File: config.mk
export PLATFORM = sky130hd
export DESIGN_NAME = tls_handshake_header_parser_flat
export DESIGN_NICKNAME = d
export VERILOG_FILES = /design/src/rtl/thp_pkg.sv /design/src/rtl/thp_ifs.sv /design/src/rtl/thp_front.sv /design/src/rtl/thp_queue.sv /design/src/rtl/thp_back.sv /design/src/rtl/tls_handshake_header_parser.sv /design/src/flat_wrapper.sv
export SDC_FILE = /design/constraint.sdc
export NUM_CORES = 1
export LEC_CHECK = 0
export BUFFER_PORTS_ARGS = -buffer_cell sky130_fd_sc_hd__buf_2
export CAP_MARGIN = 30
export CORE_ASPECT_RATIO = 0.9
export CORE_MARGIN = 2
export CORE_UTILIZATION = 56
export DETAILED_ROUTE_END_ITERATION = 10
export PLACE_DENSITY = 0.88
export SYNTH_ARGS = -nofsm -noshare
export SYNTH_HDL_FRONTEND = slang
export SYNTH_SLANG_ARGS = --single-unit
File: constraint.sdc
create_clock -name i_clk -period 3.6 [get_ports i_clk]
set_clock_uncertainty 0.2 [all_clocks]
set_input_delay 0.18 -clock i_clk [delete_from_list [all_inputs] [get_ports i_clk]]
set_output_delay 0.18 -clock i_clk [all_outputs]
set_load 0.02 [all_outputs]
File: src/rtl/thp_pkg.sv
`timescale 1ns / 1ps
// thp_pkg: shared types, constants and code-class functions of the tls header parser
// depends on: nothing
package thp_pkg;

    // field sizes and limits
    localparam logic [5:0] RANDOM_BYTES   = 6'd32;
    localparam logic [7:0] MAX_SESSION_ID = 8'd32;
    localparam int unsigned QUEUE_DEPTH   = 4;
    localparam int unsigned QPTR_W        = $clog2(QUEUE_DEPTH);

    // record content types and handshake types
    localparam logic [7:0] REC_HANDSHAKE   = 8'h16;
    localparam logic [7:0] HS_CLIENT_HELLO = 8'h01;
    localparam logic [7:0] HS_SERVER_HELLO = 8'h02;
    localparam logic [7:0] HS_CERTIFICATE  = 8'h0B;

    // result kinds
    typedef enum logic [3:0] {
        K_TYPE      = 4'd0,
        K_REC_VER   = 4'd1,
        K_REC_LEN   = 4'd2,
        K_HS_TYPE   = 4'd3,
        K_HS_LEN    = 4'd4,
        K_HELLO_VER = 4'd5,
        K_RANDOM    = 4'd6,
        K_SID_LEN   = 4'd7,
        K_SID_BYTE  = 4'd8,
        K_SUITE_LEN = 4'd9,
        K_SUITE     = 4'd10,
        K_CERT_LEN  = 4'd11,
        K_PAYLOAD   = 4'd12,
        K_TRUNC     = 4'd13
    } t_kind;

    // word passed from the parser to the classifier
    typedef struct packed {
        t_kind       kind;
        logic [23:0] value;
        logic        done;
    } t_entry;

    // content type class: 0x14..0x17 map to 0..3, anything else 4
    function automatic logic [3:0] type_class(input logic [7:0] t);
        logic [7:0] d;
        d = t - 8'h14;
        if (t inside {[8'h14:8'h17]}) return {2'b00, d[1:0]};
        return 4'd4;
    endfunction

    // protocol version class
    function automatic logic [3:0] version_class(input logic [15:0] v);
        logic [7:0] minor_m1;
        minor_m1 = v[7:0] - 8'd1;
        if (v[15:8] != 8'h03) return 4'd4;
        if (v[7:0] inside {[8'd1:8'd3]}) return {2'b00, minor_m1[1:0]};
        return 4'd3;
    endfunction

    // handshake type class, 8 for unknown
    function automatic logic [3:0] hs_class(input logic [7:0] t);
        case (t)
            8'h01:   return 4'd0;
            8'h02:   return 4'd1;
            8'h0B:   return 4'd2;
            8'h04:   return 4'd3;
            8'h0C:   return 4'd4;
            8'h0E:   return 4'd5;
            8'h10:   return 4'd6;
            8'h14:   return 4'd7;
            default: return 4'd8;
        endcase
    endfunction

    // cipher suite class, 11 for unknown
    function automatic logic [3:0] suite_class(input logic [15:0] s);
        case (s)
            16'h000a: return 4'd0;
            16'h002f: return 4'd1;
            16'h0035: return 4'd2;
            16'h009c: return 4'd3;
            16'h009d: return 4'd4;
            16'hc013: return 4'd5;
            16'hc014: return 4'd6;
            16'hc02b: return 4'd7;
            16'hc02c: return 4'd8;
            16'hc02f: return 4'd9;
            16'hc030: return 4'd10;
            default:  return 4'd11;
        endcase
    endfunction

endpackage

File: src/rtl/thp_ifs.sv
`timescale 1ns / 1ps
// thp_ifs: valid/ready channels for record bytes and parsed results
// depends on: nothing

// byte channel into the parser
interface thp_byte_if;
    logic       valid;
    logic       ready;
    logic [7:0] rx_byte;
    logic       end_of_record;

    modport source (output valid, rx_byte, end_of_record, input ready);
    modport sink   (input valid, rx_byte, end_of_record, output ready);
endinterface

// result channel out of the parser
interface thp_res_if;
    logic        valid;
    logic        ready;
    logic [3:0]  field_kind;
    logic [23:0] field_value;
    logic [3:0]  class_code;
    logic        record_done;

    modport source (output valid, field_kind, field_value, class_code, record_done,
                    input ready);
    modport sink   (input valid, field_kind, field_value, class_code, record_done,
                    output ready);
endinterface

File: src/rtl/thp_front.sv
`timescale 1ns / 1ps
// thp_front: byte-level record parser, tracks the field phase and builds field words
// depends on: thp_pkg, thp_ifs
module thp_front (
    input  logic            i_clk,
    input  logic            i_rst_n,
    thp_byte_if.sink        i_rx,
    input  logic            i_q_full,
    output logic            o_push,
    output thp_pkg::t_entry o_entry
);
    import thp_pkg::*;

    typedef enum logic [3:0] {
        PH_TYPE, PH_RVER, PH_RLEN, PH_HTYPE, PH_HLEN, PH_HVER, PH_RAND,
        PH_SIDLEN, PH_SIDB, PH_SUITELEN, PH_SUITE, PH_CERTLEN, PH_PAYLOAD
    } t_phase;

    t_phase      r_phase, n_phase;
    logic [5:0]  r_bif, n_bif;
    logic [23:0] r_acc, n_acc;
    logic        r_rec_hs, n_rec_hs;
    logic [7:0]  r_hs_type, n_hs_type;
    logic [15:0] r_remain, n_remain;

    logic        accept;
    logic [7:0]  b;
    logic        eor;
    logic [1:0]  need;
    logic        multi;
    logic [23:0] acc_new;
    logic [5:0]  bif_inc;
    logic [15:0] remain_dec;
    logic [15:0] suite_cnt;

    // bytes per field for the current phase
    always_comb begin
        case (r_phase)
            PH_RVER, PH_RLEN, PH_HVER, PH_SUITELEN, PH_SUITE: need = 2'd2;
            PH_HLEN, PH_CERTLEN:                             need = 2'd3;
            default:                                         need = 2'd1;
        endcase
    end

    assign i_rx.ready = !i_q_full;
    assign accept     = i_rx.valid && i_rx.ready;
    assign b          = i_rx.rx_byte;
    assign eor        = i_rx.end_of_record;
    assign multi      = (need != 2'd1);
    assign acc_new    = {r_acc[15:0], b};
    assign bif_inc    = r_bif + 6'd1;
    assign remain_dec = r_remain - 16'd1;
    assign suite_cnt  = {1'b0, acc_new[15:1]};

    // phase sequencing and word building
    always_comb begin
        n_phase   = r_phase;
        n_bif     = r_bif;
        n_acc     = r_acc;
        n_rec_hs  = r_rec_hs;
        n_hs_type = r_hs_type;
        n_remain  = r_remain;
        o_push    = 1'b0;
        o_entry.kind  = K_PAYLOAD;
        o_entry.value = {16'd0, b};
        o_entry.done  = eor;

        if (accept) begin
            if (multi && (bif_inc < {4'd0, need})) begin
                // field still gathering bytes
                n_acc = acc_new;
                n_bif = bif_inc;
                if (eor) begin
                    o_push        = 1'b1;
                    o_entry.kind  = K_TRUNC;
                    o_entry.value = acc_new;
                end
            end else begin
                o_push = 1'b1;
                if (multi) begin
                    o_entry.value = acc_new;
                    n_acc = 24'd0;
                    n_bif = 6'd0;
                end
                case (r_phase)
                    PH_TYPE: begin
                        o_entry.kind = K_TYPE;
                        n_rec_hs     = (b == REC_HANDSHAKE);
                        n_phase      = PH_RVER;
                    end
                    PH_RVER: begin
                        o_entry.kind = K_REC_VER;
                        n_phase      = PH_RLEN;
                    end
                    PH_RLEN: begin
                        o_entry.kind = K_REC_LEN;
                        n_phase      = r_rec_hs ? PH_HTYPE : PH_PAYLOAD;
                    end
                    PH_HTYPE: begin
                        if (hs_class(b) != 4'd8) begin
                            o_entry.kind = K_HS_TYPE;
                            n_hs_type    = b;
                            n_phase      = PH_HLEN;
                        end else begin
                            n_phase = PH_PAYLOAD;
                        end
                    end
                    PH_HLEN: begin
                        o_entry.kind = K_HS_LEN;
                        if (r_hs_type == HS_CLIENT_HELLO || r_hs_type == HS_SERVER_HELLO) begin
                            n_phase = PH_HVER;
                        end else if (r_hs_type == HS_CERTIFICATE) begin
                            n_phase = PH_CERTLEN;
                        end else begin
                            n_phase = PH_PAYLOAD;
                        end
                    end
                    PH_HVER: begin
                        o_entry.kind = K_HELLO_VER;
                        n_phase      = PH_RAND;
                    end
                    PH_RAND: begin
                        o_entry.kind = K_RANDOM;
                        n_bif        = bif_inc;
                        if (bif_inc >= RANDOM_BYTES) begin
                            n_bif   = 6'd0;
                            n_phase = PH_SIDLEN;
                        end
                    end
                    PH_SIDLEN: begin
                        o_entry.kind = K_SID_LEN;
                        if (b > MAX_SESSION_ID) begin
                            n_phase = PH_PAYLOAD;
                        end else if (b == 8'd0) begin
                            if (r_hs_type == HS_CLIENT_HELLO) begin
                                n_phase = PH_SUITELEN;
                            end else begin
                                n_phase  = PH_SUITE;
                                n_remain = 16'd1;
                            end
                        end else begin
                            n_remain = {8'd0, b};
                            n_phase  = PH_SIDB;
                        end
                    end
                    PH_SIDB: begin
                        o_entry.kind = K_SID_BYTE;
                        n_remain     = remain_dec;
                        if (remain_dec == 16'd0) begin
                            if (r_hs_type == HS_CLIENT_HELLO) begin
                                n_phase = PH_SUITELEN;
                            end else begin
                                n_phase  = PH_SUITE;
                                n_remain = 16'd1;
                            end
                        end
                    end
                    PH_SUITELEN: begin
                        o_entry.kind = K_SUITE_LEN;
                        n_remain     = suite_cnt;
                        n_phase      = (suite_cnt == 16'd0) ? PH_PAYLOAD : PH_SUITE;
                    end
                    PH_SUITE: begin
                        o_entry.kind = K_SUITE;
                        n_remain     = remain_dec;
                        if (remain_dec == 16'd0) n_phase = PH_PAYLOAD;
                    end
                    PH_CERTLEN: begin
                        o_entry.kind = K_CERT_LEN;
                        n_phase      = PH_PAYLOAD;
                    end
                    default: begin
                        o_entry.kind = K_PAYLOAD;
                        n_phase      = PH_PAYLOAD;
                    end
                endcase
            end

            // last byte of the record: back to the header
            if (eor) begin
                n_phase   = PH_TYPE;
                n_bif     = 6'd0;
                n_acc     = 24'd0;
                n_rec_hs  = 1'b0;
                n_hs_type = 8'd0;
                n_remain  = 16'd0;
            end
        end
    end

    // parser state
    always_ff @(posedge i_clk) begin
        if (!i_rst_n) begin
            r_phase   <= PH_TYPE;
            r_bif     <= 6'd0;
            r_acc     <= 24'd0;
            r_rec_hs  <= 1'b0;
            r_hs_type <= 8'd0;
            r_remain  <= 16'd0;
        end else begin
            r_phase   <= n_phase;
            r_bif     <= n_bif;
            r_acc     <= n_acc;
            r_rec_hs  <= n_rec_hs;
            r_hs_type <= n_hs_type;
            r_remain  <= n_remain;
        end
    end

endmodule

File: src/rtl/thp_queue.sv
`timescale 1ns / 1ps
// thp_queue: short word queue between the parser and the classifier
// depends on: thp_pkg
module thp_queue (
    input  logic            i_clk,
    input  logic            i_rst_n,
    input  logic            i_push,
    input  thp_pkg::t_entry i_entry,
    input  logic            i_pop,
    output thp_pkg::t_entry o_entry,
    output logic            o_full,
    output logic            o_empty
);
    import thp_pkg::*;

    t_entry              r_slot [QUEUE_DEPTH];
    logic [QPTR_W-1:0]   r_wptr, r_rptr;
    logic [QPTR_W:0]     r_count;
    logic                do_push, do_pop;

    assign o_full  = (r_count == QUEUE_DEPTH[QPTR_W:0]);
    assign o_empty = (r_count == '0);
    assign do_push = i_push && !o_full;
    assign do_pop  = i_pop && !o_empty;
    assign o_entry = r_slot[r_rptr];

    // slot storage
    always_ff @(posedge i_clk) begin
        if (do_push) r_slot[r_wptr] <= i_entry;
    end

    // pointers and fill count
    always_ff @(posedge i_clk) begin
        if (!i_rst_n) begin
            r_wptr  <= '0;
            r_rptr  <= '0;
            r_count <= '0;
        end else begin
            if (do_push) r_wptr <= r_wptr + 1'b1;
            if (do_pop)  r_rptr <= r_rptr + 1'b1;
            case ({do_push, do_pop})
                2'b10:   r_count <= r_count + 1'b1;
                2'b01:   r_count <= r_count - 1'b1;
                default: r_count <= r_count;
            endcase
        end
    end

endmodule

File: src/rtl/thp_back.sv
`timescale 1ns / 1ps
// thp_back: maps field codes to class numbers and holds the result output register
// depends on: thp_pkg, thp_ifs
module thp_back (
    input  logic            i_clk,
    input  logic            i_rst_n,
    input  thp_pkg::t_entry i_entry,
    input  logic            i_empty,
    output logic            o_pop,
    thp_res_if.source       o_res
);
    import thp_pkg::*;

    logic        r_valid;
    t_kind       r_kind;
    logic [23:0] r_value;
    logic [3:0]  r_class;
    logic        r_done;
    logic [3:0]  n_class;
    logic        take;

    // class number for the queued word
    always_comb begin
        case (i_entry.kind)
            K_TYPE:                 n_class = type_class(i_entry.value[7:0]);
            K_REC_VER, K_HELLO_VER: n_class = version_class(i_entry.value[15:0]);
            K_HS_TYPE:              n_class = hs_class(i_entry.value[7:0]);
            K_SID_LEN:              n_class = (i_entry.value[7:0] > MAX_SESSION_ID) ? 4'd1
                                                                                    : 4'd0;
            K_SUITE:                n_class = suite_class(i_entry.value[15:0]);
            default:                n_class = 4'd0;
        endcase
    end

    assign take  = !r_valid || o_res.ready;
    assign o_pop = take && !i_empty;

    // output register
    always_ff @(posedge i_clk) begin
        if (!i_rst_n) begin
            r_valid <= 1'b0;
        end else if (take) begin
            r_valid <= !i_empty;
        end
    end

    always_ff @(posedge i_clk) begin
        if (o_pop) begin
            r_kind  <= i_entry.kind;
            r_value <= i_entry.value;
            r_class <= n_class;
            r_done  <= i_entry.done;
        end
    end

    assign o_res.valid       = r_valid;
    assign o_res.field_kind  = r_kind;
    assign o_res.field_value = r_value;
    assign o_res.class_code  = r_class;
    assign o_res.record_done = r_done;

endmodule

File: src/rtl/tls_handshake_header_parser.sv
`timescale 1ns / 1ps
// tls_handshake_header_parser: top level, parser front, word queue and classifier back
// depends on: thp_pkg, thp_ifs, thp_front, thp_queue, thp_back
//
//  port     dir  what moves             word content
//  i_rx     in   record bytes           rx_byte, end_of_record
//  o_res    out  parsed field results   field_kind, field_value, class_code, record_done
//
// one byte is accepted per clock unless the queue is full; a byte that completes a field
// gives a result that reaches o_res through the queue write at the accepting edge, then
// the output register
// the four-entry queue lets the parser keep taking bytes while o_res is stalled;
// i_rx.ready drops only once the queue is full
// i_rst_n is synchronous, active low, and returns the parser to the record header
module tls_handshake_header_parser (
    input  logic       i_clk,
    input  logic       i_rst_n,
    thp_byte_if.sink   i_rx,
    thp_res_if.source  o_res
);
    import thp_pkg::*;

    t_entry front_entry;
    t_entry queue_entry;
    logic   push;
    logic   pop;
    logic   q_full;
    logic   q_empty;

    // byte parser
    thp_front u_front (
        .i_clk    (i_clk),
        .i_rst_n  (i_rst_n),
        .i_rx     (i_rx),
        .i_q_full (q_full),
        .o_push   (push),
        .o_entry  (front_entry)
    );

    // word queue
    thp_queue u_queue (
        .i_clk   (i_clk),
        .i_rst_n (i_rst_n),
        .i_push  (push),
        .i_entry (front_entry),
        .i_pop   (pop),
        .o_entry (queue_entry),
        .o_full  (q_full),
        .o_empty (q_empty)
    );

    // classifier and output register
    thp_back u_back (
        .i_clk   (i_clk),
        .i_rst_n (i_rst_n),
        .i_entry (queue_entry),
        .i_empty (q_empty),
        .o_pop   (pop),
        .o_res   (o_res)
    );

endmodule
File: src/flat_wrapper.sv
// flat-port wrapper written by rule: the top's interface ports become plain ports
module tls_handshake_header_parser_flat import thp_pkg::*;
  (i_clk, i_rst_n, i_rx_valid, i_rx_rx_byte, i_rx_end_of_record, i_rx_ready, o_res_valid, o_res_field_kind, o_res_field_value, o_res_class_code, o_res_record_done, o_res_ready);
  thp_byte_if i_rx_i ();
  thp_res_if o_res_i ();
  input  logic i_clk;
  input  logic i_rst_n;
  input wire logic [$bits(i_rx_i.valid)-1:0] i_rx_valid;
  input wire logic [$bits(i_rx_i.rx_byte)-1:0] i_rx_rx_byte;
  input wire logic [$bits(i_rx_i.end_of_record)-1:0] i_rx_end_of_record;
  output wire logic [$bits(i_rx_i.ready)-1:0] i_rx_ready;
  output wire logic [$bits(o_res_i.valid)-1:0] o_res_valid;
  output wire logic [$bits(o_res_i.field_kind)-1:0] o_res_field_kind;
  output wire logic [$bits(o_res_i.field_value)-1:0] o_res_field_value;
  output wire logic [$bits(o_res_i.class_code)-1:0] o_res_class_code;
  output wire logic [$bits(o_res_i.record_done)-1:0] o_res_record_done;
  input wire logic [$bits(o_res_i.ready)-1:0] o_res_ready;
  assign i_rx_i.valid = i_rx_valid;
  assign i_rx_i.rx_byte = i_rx_rx_byte;
  assign i_rx_i.end_of_record = i_rx_end_of_record;
  assign i_rx_ready = i_rx_i.ready;
  assign o_res_valid = o_res_i.valid;
  assign o_res_field_kind = o_res_i.field_kind;
  assign o_res_field_value = o_res_i.field_value;
  assign o_res_class_code = o_res_i.class_code;
  assign o_res_record_done = o_res_i.record_done;
  assign o_res_i.ready = o_res_ready;
  tls_handshake_header_parser u_core (.i_clk(i_clk), .i_rst_n(i_rst_n), .i_rx(i_rx_i), .o_res(o_res_i));
endmodule
==> impl_results.md, run 1 <==
* Slew Limit Headroom at 54.3%
* Largest fanout on the critical path at 5
* Critical path destination: u_core.u_queue.r_count[2]
* CP Data Required Time at ~3800 ps
* Clock buffers created by TritonCTS at 22
* Cell types occupying the most area after synthesis: sky130_fd_sc_hd__edfxtp_1, sky130_fd_sc_hd__dfxtp_1, sky130_fd_sc_hd__mux4_2, sky130_fd_sc_hd__ha_1, sky130_fd_sc_hd__nand2_1
* Die Area at 19,000 um2
* Post-Route M1 WL at 9.25 mm
* Clock transition time at the flip-flop clock pins of the worst setup and hold paths at 60 ps
* Root buf cell: sky130_fd_sc_hd__clkbuf_16
* Areal power density over the cells at just under 700 nW/um2
* Final weighted congestion in routability-driven placement at 0.936
* Starting utilization of the core area at 57.0%
* Critical R2R Capture: u_core.u_queue.r_count[2]
* Category of the worst setup path launch point: flop
* Count of port buffers added during placement at 47
* Site Rows at 46
* Largest area contributor in the netlist: sky130_fd_sc_hd__edfxtp_1
* Result of the run: completed
* Clock sinks at 210
* Commonest register cell after synthesis: sky130_fd_sc_hd__edfxtp_1
* Global-route total usage across every layer at 23.5%
* Cell with the most instances after synthesis: sky130_fd_sc_hd__edfxtp_1
* Area Overhead vs Synth at 14.3%
* Synth Register Bits at 210
* Signal arrival time at the worst endpoint at 3570 ps
* Layout cell share with drive strength beyond 1 at 19.1%
* First-pass GRT wire length at 35.7 mm
* Number of vias per cell at slightly above 6
* Worst reg2reg path startpoint: u_core.u_front.r_phase[0]
* Max Buffers Root-to-Sink at 3
* Antenna violations before repair at 0
* Die boundary height at 131 um
* Pin count of the biggest net entering global routing at between 60 and 70
* Highest metal layer with signal wires: met4
* Setup slack of the critical path after layout at ~260 ps
* DR vias at 7,179
* Worst setup slack after placement at about 220 ps
* Leak Pwr at about 0.0040 uW
* Worst vdd rail ir drop at 405 uV
* Horizontal extent of the die at 145 um
* Nets at 928
* Total number of yosys warnings at 0
* Min Tclk post-route at 3340 ps
* Number of failing hold endpoints at the final stage at 0
* Ratio of final minimum period to clock period at roughly 93%
* Routed wire length on met3 at 1.47 mm
* Total negative slack for setup checks at 0 ps
* Count of max-cap constraint violations at 0
* Worst Hold Class: in2reg
* Kind of end point of the critical path: flop
* Distinct cell type count of the synthesized netlist at 79
* FF-to-FF path depth at 15
* Unrepaired setup endpoints after global routing: no
* CTS tree: built
* Antenna fix cells at 0
* Total DRC errors in the routed layout at 0
* Number of fill cells in the layout at 1,282
* Async S/R FF share, synth at 0%
* GR Overflow Total at 0
* Worst-Skew Late Latency at 510 ps
* Number of buffers added for setup after CTS at 0
* Area of the mapped netlist at around 10,000 um2
* Routed Wire Length at 22.0 mm
* Cells on Worst Hold Path at 1
* IO Count at 48
* Worst-case register-to-register setup slack at 260 ps
* Dpl hpwl at ~14 mm
* Core box area at between 15,000 and 20,000 um2
* Detailed router's first-iteration violation count at between 600 and 700
* Count of nets left with antenna violations after detail routing at 0
* Top-area cell type share of the netlist area at 44.5%
* Post-synthesis average cell area at 12.1 um2
* Syn_nets at 862
* Length of routed met2 wiring at 10.6 mm
* Beginning of the critical path: u_core.u_front.r_phase[0]
* Hold wc startpoint: i_rx_end_of_record
* Ranking of synthesized cells by instance count: sky130_fd_sc_hd__edfxtp_1, sky130_fd_sc_hd__dfxtp_1, sky130_fd_sc_hd__nand2_1
* Sequential cell area in the final layout at 5700 um2
* Final core utilization at between 60% and 70%
* Sequential area share after synthesis at 56.7%
* Number of global-route vias before repair at 6,935
* Post-synth EDFFs at 149
* Fin area at 11,500 um2
* Setup CP Type: reg2reg
* Synth Instances at 830
* Final setup vio count at 0
* Transition at the pin with the smallest max-transition slack at slightly below 700 ps
* Number of slew-limit violations in the final report at 0
* Placed cell areas at 10,600 um2
* Fmax at ~0.30 GHz
* Area occupied by multi-input gates at between 4000 and 5000 um2
* CTS H-tree lvls at 1
* Pre-Repair DR Iteration Count at 5
* Routed length per instance at about 19 um
## metal layers
metal | track usage, % | vias to the layer above
li1 | - | 3296
met1 | 31.7 | 3518
met2 | 39.7 | 309
met3 | 3.11 | 56
met4 | 8.88 | 0
met5 | 0 | -
## stage by stage
step,hold WS (ps),power [uW],instances
5_1_grt,83.0,8140,1152
3_3_place_gp,252,5410,1101
4_1_cts,52.0,7820,1152
6_report,73.5,7790,1152
2_1_floorplan,78.9,4850,830
3_5_place_dp,259,5470,1102
## cell type report
type,count,share of cell area (%)
flip-flops and latches,210,49.6
well taps,240,2.62
multi-input cells,553,35.4
repair buffers,90,5.08
clock inverters,16,1.78
clock buffers,24,4.86
inverters,19,0.621
## placed cells by master, fill, tap and decap left out, types with 9 or more instances in the layout
cell type                         n
sky130_fd_sc_hd__mux2i_1          9
sky130_fd_sc_hd__buf_4           33
sky130_fd_sc_hd__and2_1          32
sky130_fd_sc_hd__a22oi_1         24
sky130_fd_sc_hd__nand2b_1        16
sky130_fd_sc_hd__edfxtp_1       149
sky130_fd_sc_hd__mux4_2          29
sky130_fd_sc_hd__buf_2           47
sky130_fd_sc_hd__nor3_1          15
sky130_fd_sc_hd__inv_1           19
sky130_fd_sc_hd__nor4_1           9
sky130_fd_sc_hd__nand4_1          9
sky130_fd_sc_hd__and3_1          11
sky130_fd_sc_hd__dlygate4sd3_1   10
sky130_fd_sc_hd__dfxtp_1         59
sky130_fd_sc_hd__a21oi_1         26
sky130_fd_sc_hd__xnor2_1         12
sky130_fd_sc_hd__a21boi_0        18
sky130_fd_sc_hd__clkbuf_16       22
sky130_fd_sc_hd__nor2b_1         33
sky130_fd_sc_hd__ha_1            18
sky130_fd_sc_hd__nand3_1         23
sky130_fd_sc_hd__o21ai_0         26
sky130_fd_sc_hd__nand2_1         60
sky130_fd_sc_hd__nor2_1          49
## cells by family after synthesis
kind of cell / synth area share (%)
AO/OA/AOI/OAI: 12.5
XOR/XNOR: 1.40
buffers and inverters: 3.06
adder cells (fa/ha/maj): 2.44
multiplexers: 7.40
flip-flops: 56.7
AND/OR/NAND/NOR: 16.5
## worst min path at each step
stage	to	slack (ps)
final	u_core.u_queue.r_slot[3][0]	70
after global routing	u_core.u_queue.r_slot[3][0]	80
after CTS	u_core.u_queue.r_slot[1][0]	50
after detailed placement	u_core.u_front.r_hs_type[2]	260
after global placement	u_core.u_front.r_hs_type[2]	250
after floorplan	u_core.u_queue.r_slot[0][0]	80
## report_power, final
| part | internal [uW] | switching, uW |
|---|---|---|
| logic | 845 | 1360 |
| registers | 3090 | 150 |
| clock network | 1370 | 973 |
## flip-flops by register name, summed over array words and instances (netlist names), named ones only
name and count:
u_core.u_front.r_rec_hs 1, u_core.u_front.r_remain 16, u_core.u_back.o_res.valid 1, u_core.u_queue.r_rptr 2, u_core.u_front.r_bif 6, u_core.u_back.o_res.record_done 1
u_core.u_front.r_hs_type 8, u_core.u_back.o_res.field_value 24, u_core.u_queue.r_count 3, u_core.u_front.r_acc 16, u_core.u_front.r_phase 4, u_core.u_queue.r_wptr 2
u_core.u_queue.r_slot 116, u_core.u_back.o_res.class_code 4, u_core.u_back.o_res.field_kind 4
## critical path, stage by stage, from the launching register on
cell and delay [ps]:
sky130_fd_sc_hd__dfxtp_1 340, sky130_fd_sc_hd__nor3_2 240, sky130_fd_sc_hd__a21oi_1 90, sky130_fd_sc_hd__and2_1 180
sky130_fd_sc_hd__inv_1 80, sky130_fd_sc_hd__ha_1 160, sky130_fd_sc_hd__a21oi_1 60, sky130_fd_sc_hd__and3_1 200
sky130_fd_sc_hd__nand3_1 120, sky130_fd_sc_hd__o21a_1 150, sky130_fd_sc_hd__inv_1 110, sky130_fd_sc_hd__ha_1 270
sky130_fd_sc_hd__fa_1 440, sky130_fd_sc_hd__xnor2_1 150, sky130_fd_sc_hd__or3_1 300, sky130_fd_sc_hd__a21boi_0 180
## repair_timing
item | CTS | global route
endpoints found under the hold margin | 43 | 0
hold buffers | 10 | 0
resized for setup | 0 | 4
setup endpoints to repair | 0 | 1
Power figures use the tool's default switching activity.
==> inputs of run 2 (changes only) <==
--- a/config.mk
+++ b/config.mk
@@ -12,6 +12,7 @@
 export CORE_UTILIZATION = 56
 export DETAILED_ROUTE_END_ITERATION = 10
 export PLACE_DENSITY = 0.88
+export REMOVE_ABC_BUFFERS = 1
 export SYNTH_ARGS = -nofsm -noshare
 export SYNTH_HDL_FRONTEND = slang
 export SYNTH_SLANG_ARGS = --single-unit
==> run 2 against run 1 <==
Against the previous run:
- design area down 0.31%
- register-to-register slack worse by 40 ps
- critical path depth unchanged
- core utilization down 0.20 points
- die area unchanged
- sequential cell count unchanged
- largest power group unchanged
- highest routed layer unchanged
==> impl_results.md, run 2 (synthesis gave the netlist of run 1 again) <==
* Result of the run: completed
* Series of cell instances along the critical path: nor3_2 > a21oi_1 > and2_1 > inv_1 > ha_1 > a21oi_1 > and3_1 > nand3_1 > o21a_1 > inv_1 > ha_1 > fa_1 > xnor2_1 > or3_1 > a21boi_0
* Number of fill cells in the layout at 1,288
* CP Data Required Time at 3830 ps
* Worst Hold Class: in2reg
* Final setup vio count at 0
* CTS H-tree lvls at 1
* CP peak stage delay at 430 ps
* First-pass GRT wire length at 36.4 mm
* Count of max-cap constraint violations at 0
* Fmax at 0.295 GHz
* Worst vdd rail ir drop at 376 uV
* Final weighted congestion in routability-driven placement at slightly above 0.9
* GR Overflow Total at 0
* Areal power density over the cells at 676 nW/um2
* Pre-Repair DR Iteration Count at 5
* Area occupied by multi-input gates at 4070 um2
* Setup slack of the critical path after layout at 213 ps
* Layout cell share with drive strength beyond 1 at 18.5%
* Area Overhead vs Synth at 13.9%
* Ratio of final minimum period to clock period at 94.1%
* CP Buf/Inv Count at 2
* Horizontal extent of the die at 145 um
* Kind of end point of the critical path: flop
* Clock transition time at the flip-flop clock pins of the worst setup and hold paths at around 60 ps
* Leak Pwr at 0.00399 uW
* Number of slew-limit violations in the final report at 0
* Transition at the pin with the smallest max-transition slack at 910 ps
* Die Area at 19,000 um2
* Register with the most flip-flops: u_core.u_queue.r_slot
* Clock buffers created by TritonCTS at 22
* Max Buffers Root-to-Sink at 3
* Detailed router's first-iteration violation count at between 700 and 800
* Pin count of the biggest net entering global routing at 62
* Sequential cell area in the final layout at 5700 um2
* Worst setup slack after placement at 241 ps
* Setup CP Type: reg2reg
* Number of failing hold endpoints at the final stage at 0
* Number of vias per cell at 6.17
* Number of global-route vias before repair at 6,904
* Worst-Skew Late Latency at about 520 ps
* Count of port buffers added during placement at 47
* IO Count at between 40 and 50
* Max reg flops at 116
* Dpl hpwl at 14.6 mm
* Slew Limit Headroom at 39.0%
* Core box area at 17,600 um2
* Antenna violations before repair at 1
* Largest fanout on the critical path at 6
* Signal arrival time at the worst endpoint at 3620 ps
* Worst-case register-to-register setup slack at about 210 ps
* Slowest cell on the critical path: sky130_fd_sc_hd__dfxtp_1
* Top cell family by delay on the critical path: simple AND/OR/NAND/NOR gates
* Clock sinks at 210
* Final instance count without filler cells at ~1,100
* Placed cell count at 1,099
* Starting utilization of the core area at 57.0%
* Category of the worst setup path launch point: flop
* Most used cells in the layout excluding fill and tap cells: sky130_fd_sc_hd__edfxtp_1, sky130_fd_sc_hd__nand2_1, sky130_fd_sc_hd__dfxtp_1, sky130_fd_sc_hd__nor2_1, sky130_fd_sc_hd__buf_2
* Routed Wire Length at 22.2 mm
* Routed length per instance at 19.3 um
* Most common library cell in the layout ignoring fill and taps: sky130_fd_sc_hd__edfxtp_1
* DR vias at 7,091
* Die boundary height at 131 um
* Number of buffers added for setup after CTS at 0
* Site Rows at 46
* Nets at 924
* CTS tree: built
* Root buf cell: sky130_fd_sc_hd__clkbuf_16
* Unrepaired setup endpoints after global routing: no
* Count of nets left with antenna violations after detail routing at 0
* Total DRC errors in the routed layout at 0
* Min Tclk post-route at around 3400 ps
* Global-route total usage across every layer at 24.1%
run 2: cell type report:
cell class,count,area share [%]
flip-flops and latches,210,49.8
multi-input cells,553,35.5
clock buffers,29,5.30
repair buffers,86,5.03
well taps,240,2.62
clock inverters,11,1.09
inverters,19,0.623
diodes,1,0.0219
run 2: metrics by stage:
stage               instance area [um2]  TNS [ps]  power [uW]  hold slack [ps]  util, %
floorplan                          9810     -4510        4790             78.9        -
global placement                  10600         0        5430              253     60.2
detailed placement                10600         0        5490              267     60.3
CTS                               11400         0        7760             20.1     64.9
global route                      11400         0        8080             80.1     65.0
finish                            11400         0        7730             17.5     65.0
run 2: repair_timing:
| action | in CTS | in global routing |
|---|---|---|
| hold endpoints to repair | 39 | 0 |
| hold buffers | 9 | 0 |
| setup endpoints to repair | 0 | 1 |
| resized for setup | 0 | 4 |
run 2: worst paths after layout:
kind,startpoint,end,depth (start not counted)
max,u_core.u_front.r_phase[0],u_core.u_queue.r_count[2],15
min,i_rx_end_of_record,u_core.u_queue.r_wptr[1],5
max reg2reg,u_core.u_front.r_phase[0],u_core.u_queue.r_count[2],15
min reg2reg,u_core.u_front.r_hs_type[7],u_core.u_front.r_hs_type[7],1
run 2: metal layers:
layer  global-route usage (%)  wire (um)  vias up
met5                        0          0        -
met1                     31.7       9010     3394
met2                     40.8      10700      347
li1                         -          -     3284
met4                     9.23        700        0
met3                     4.33       1850       66
run 2: worst min-delay path: stages:
cell	delay [ps]
sky130_fd_sc_hd__buf_2	120
sky130_fd_sc_hd__o21a_1	140
sky130_fd_sc_hd__inv_1	90
sky130_fd_sc_hd__nand2_1	70
sky130_fd_sc_hd__a21boi_0	60
run 2: power by group:
group | total (uW) | switching (uW) | internal [uW]
Clock | 2270 | 929 | 1340
Combinational | 2220 | 1370 | 856
Sequential | 3240 | 149 | 3090
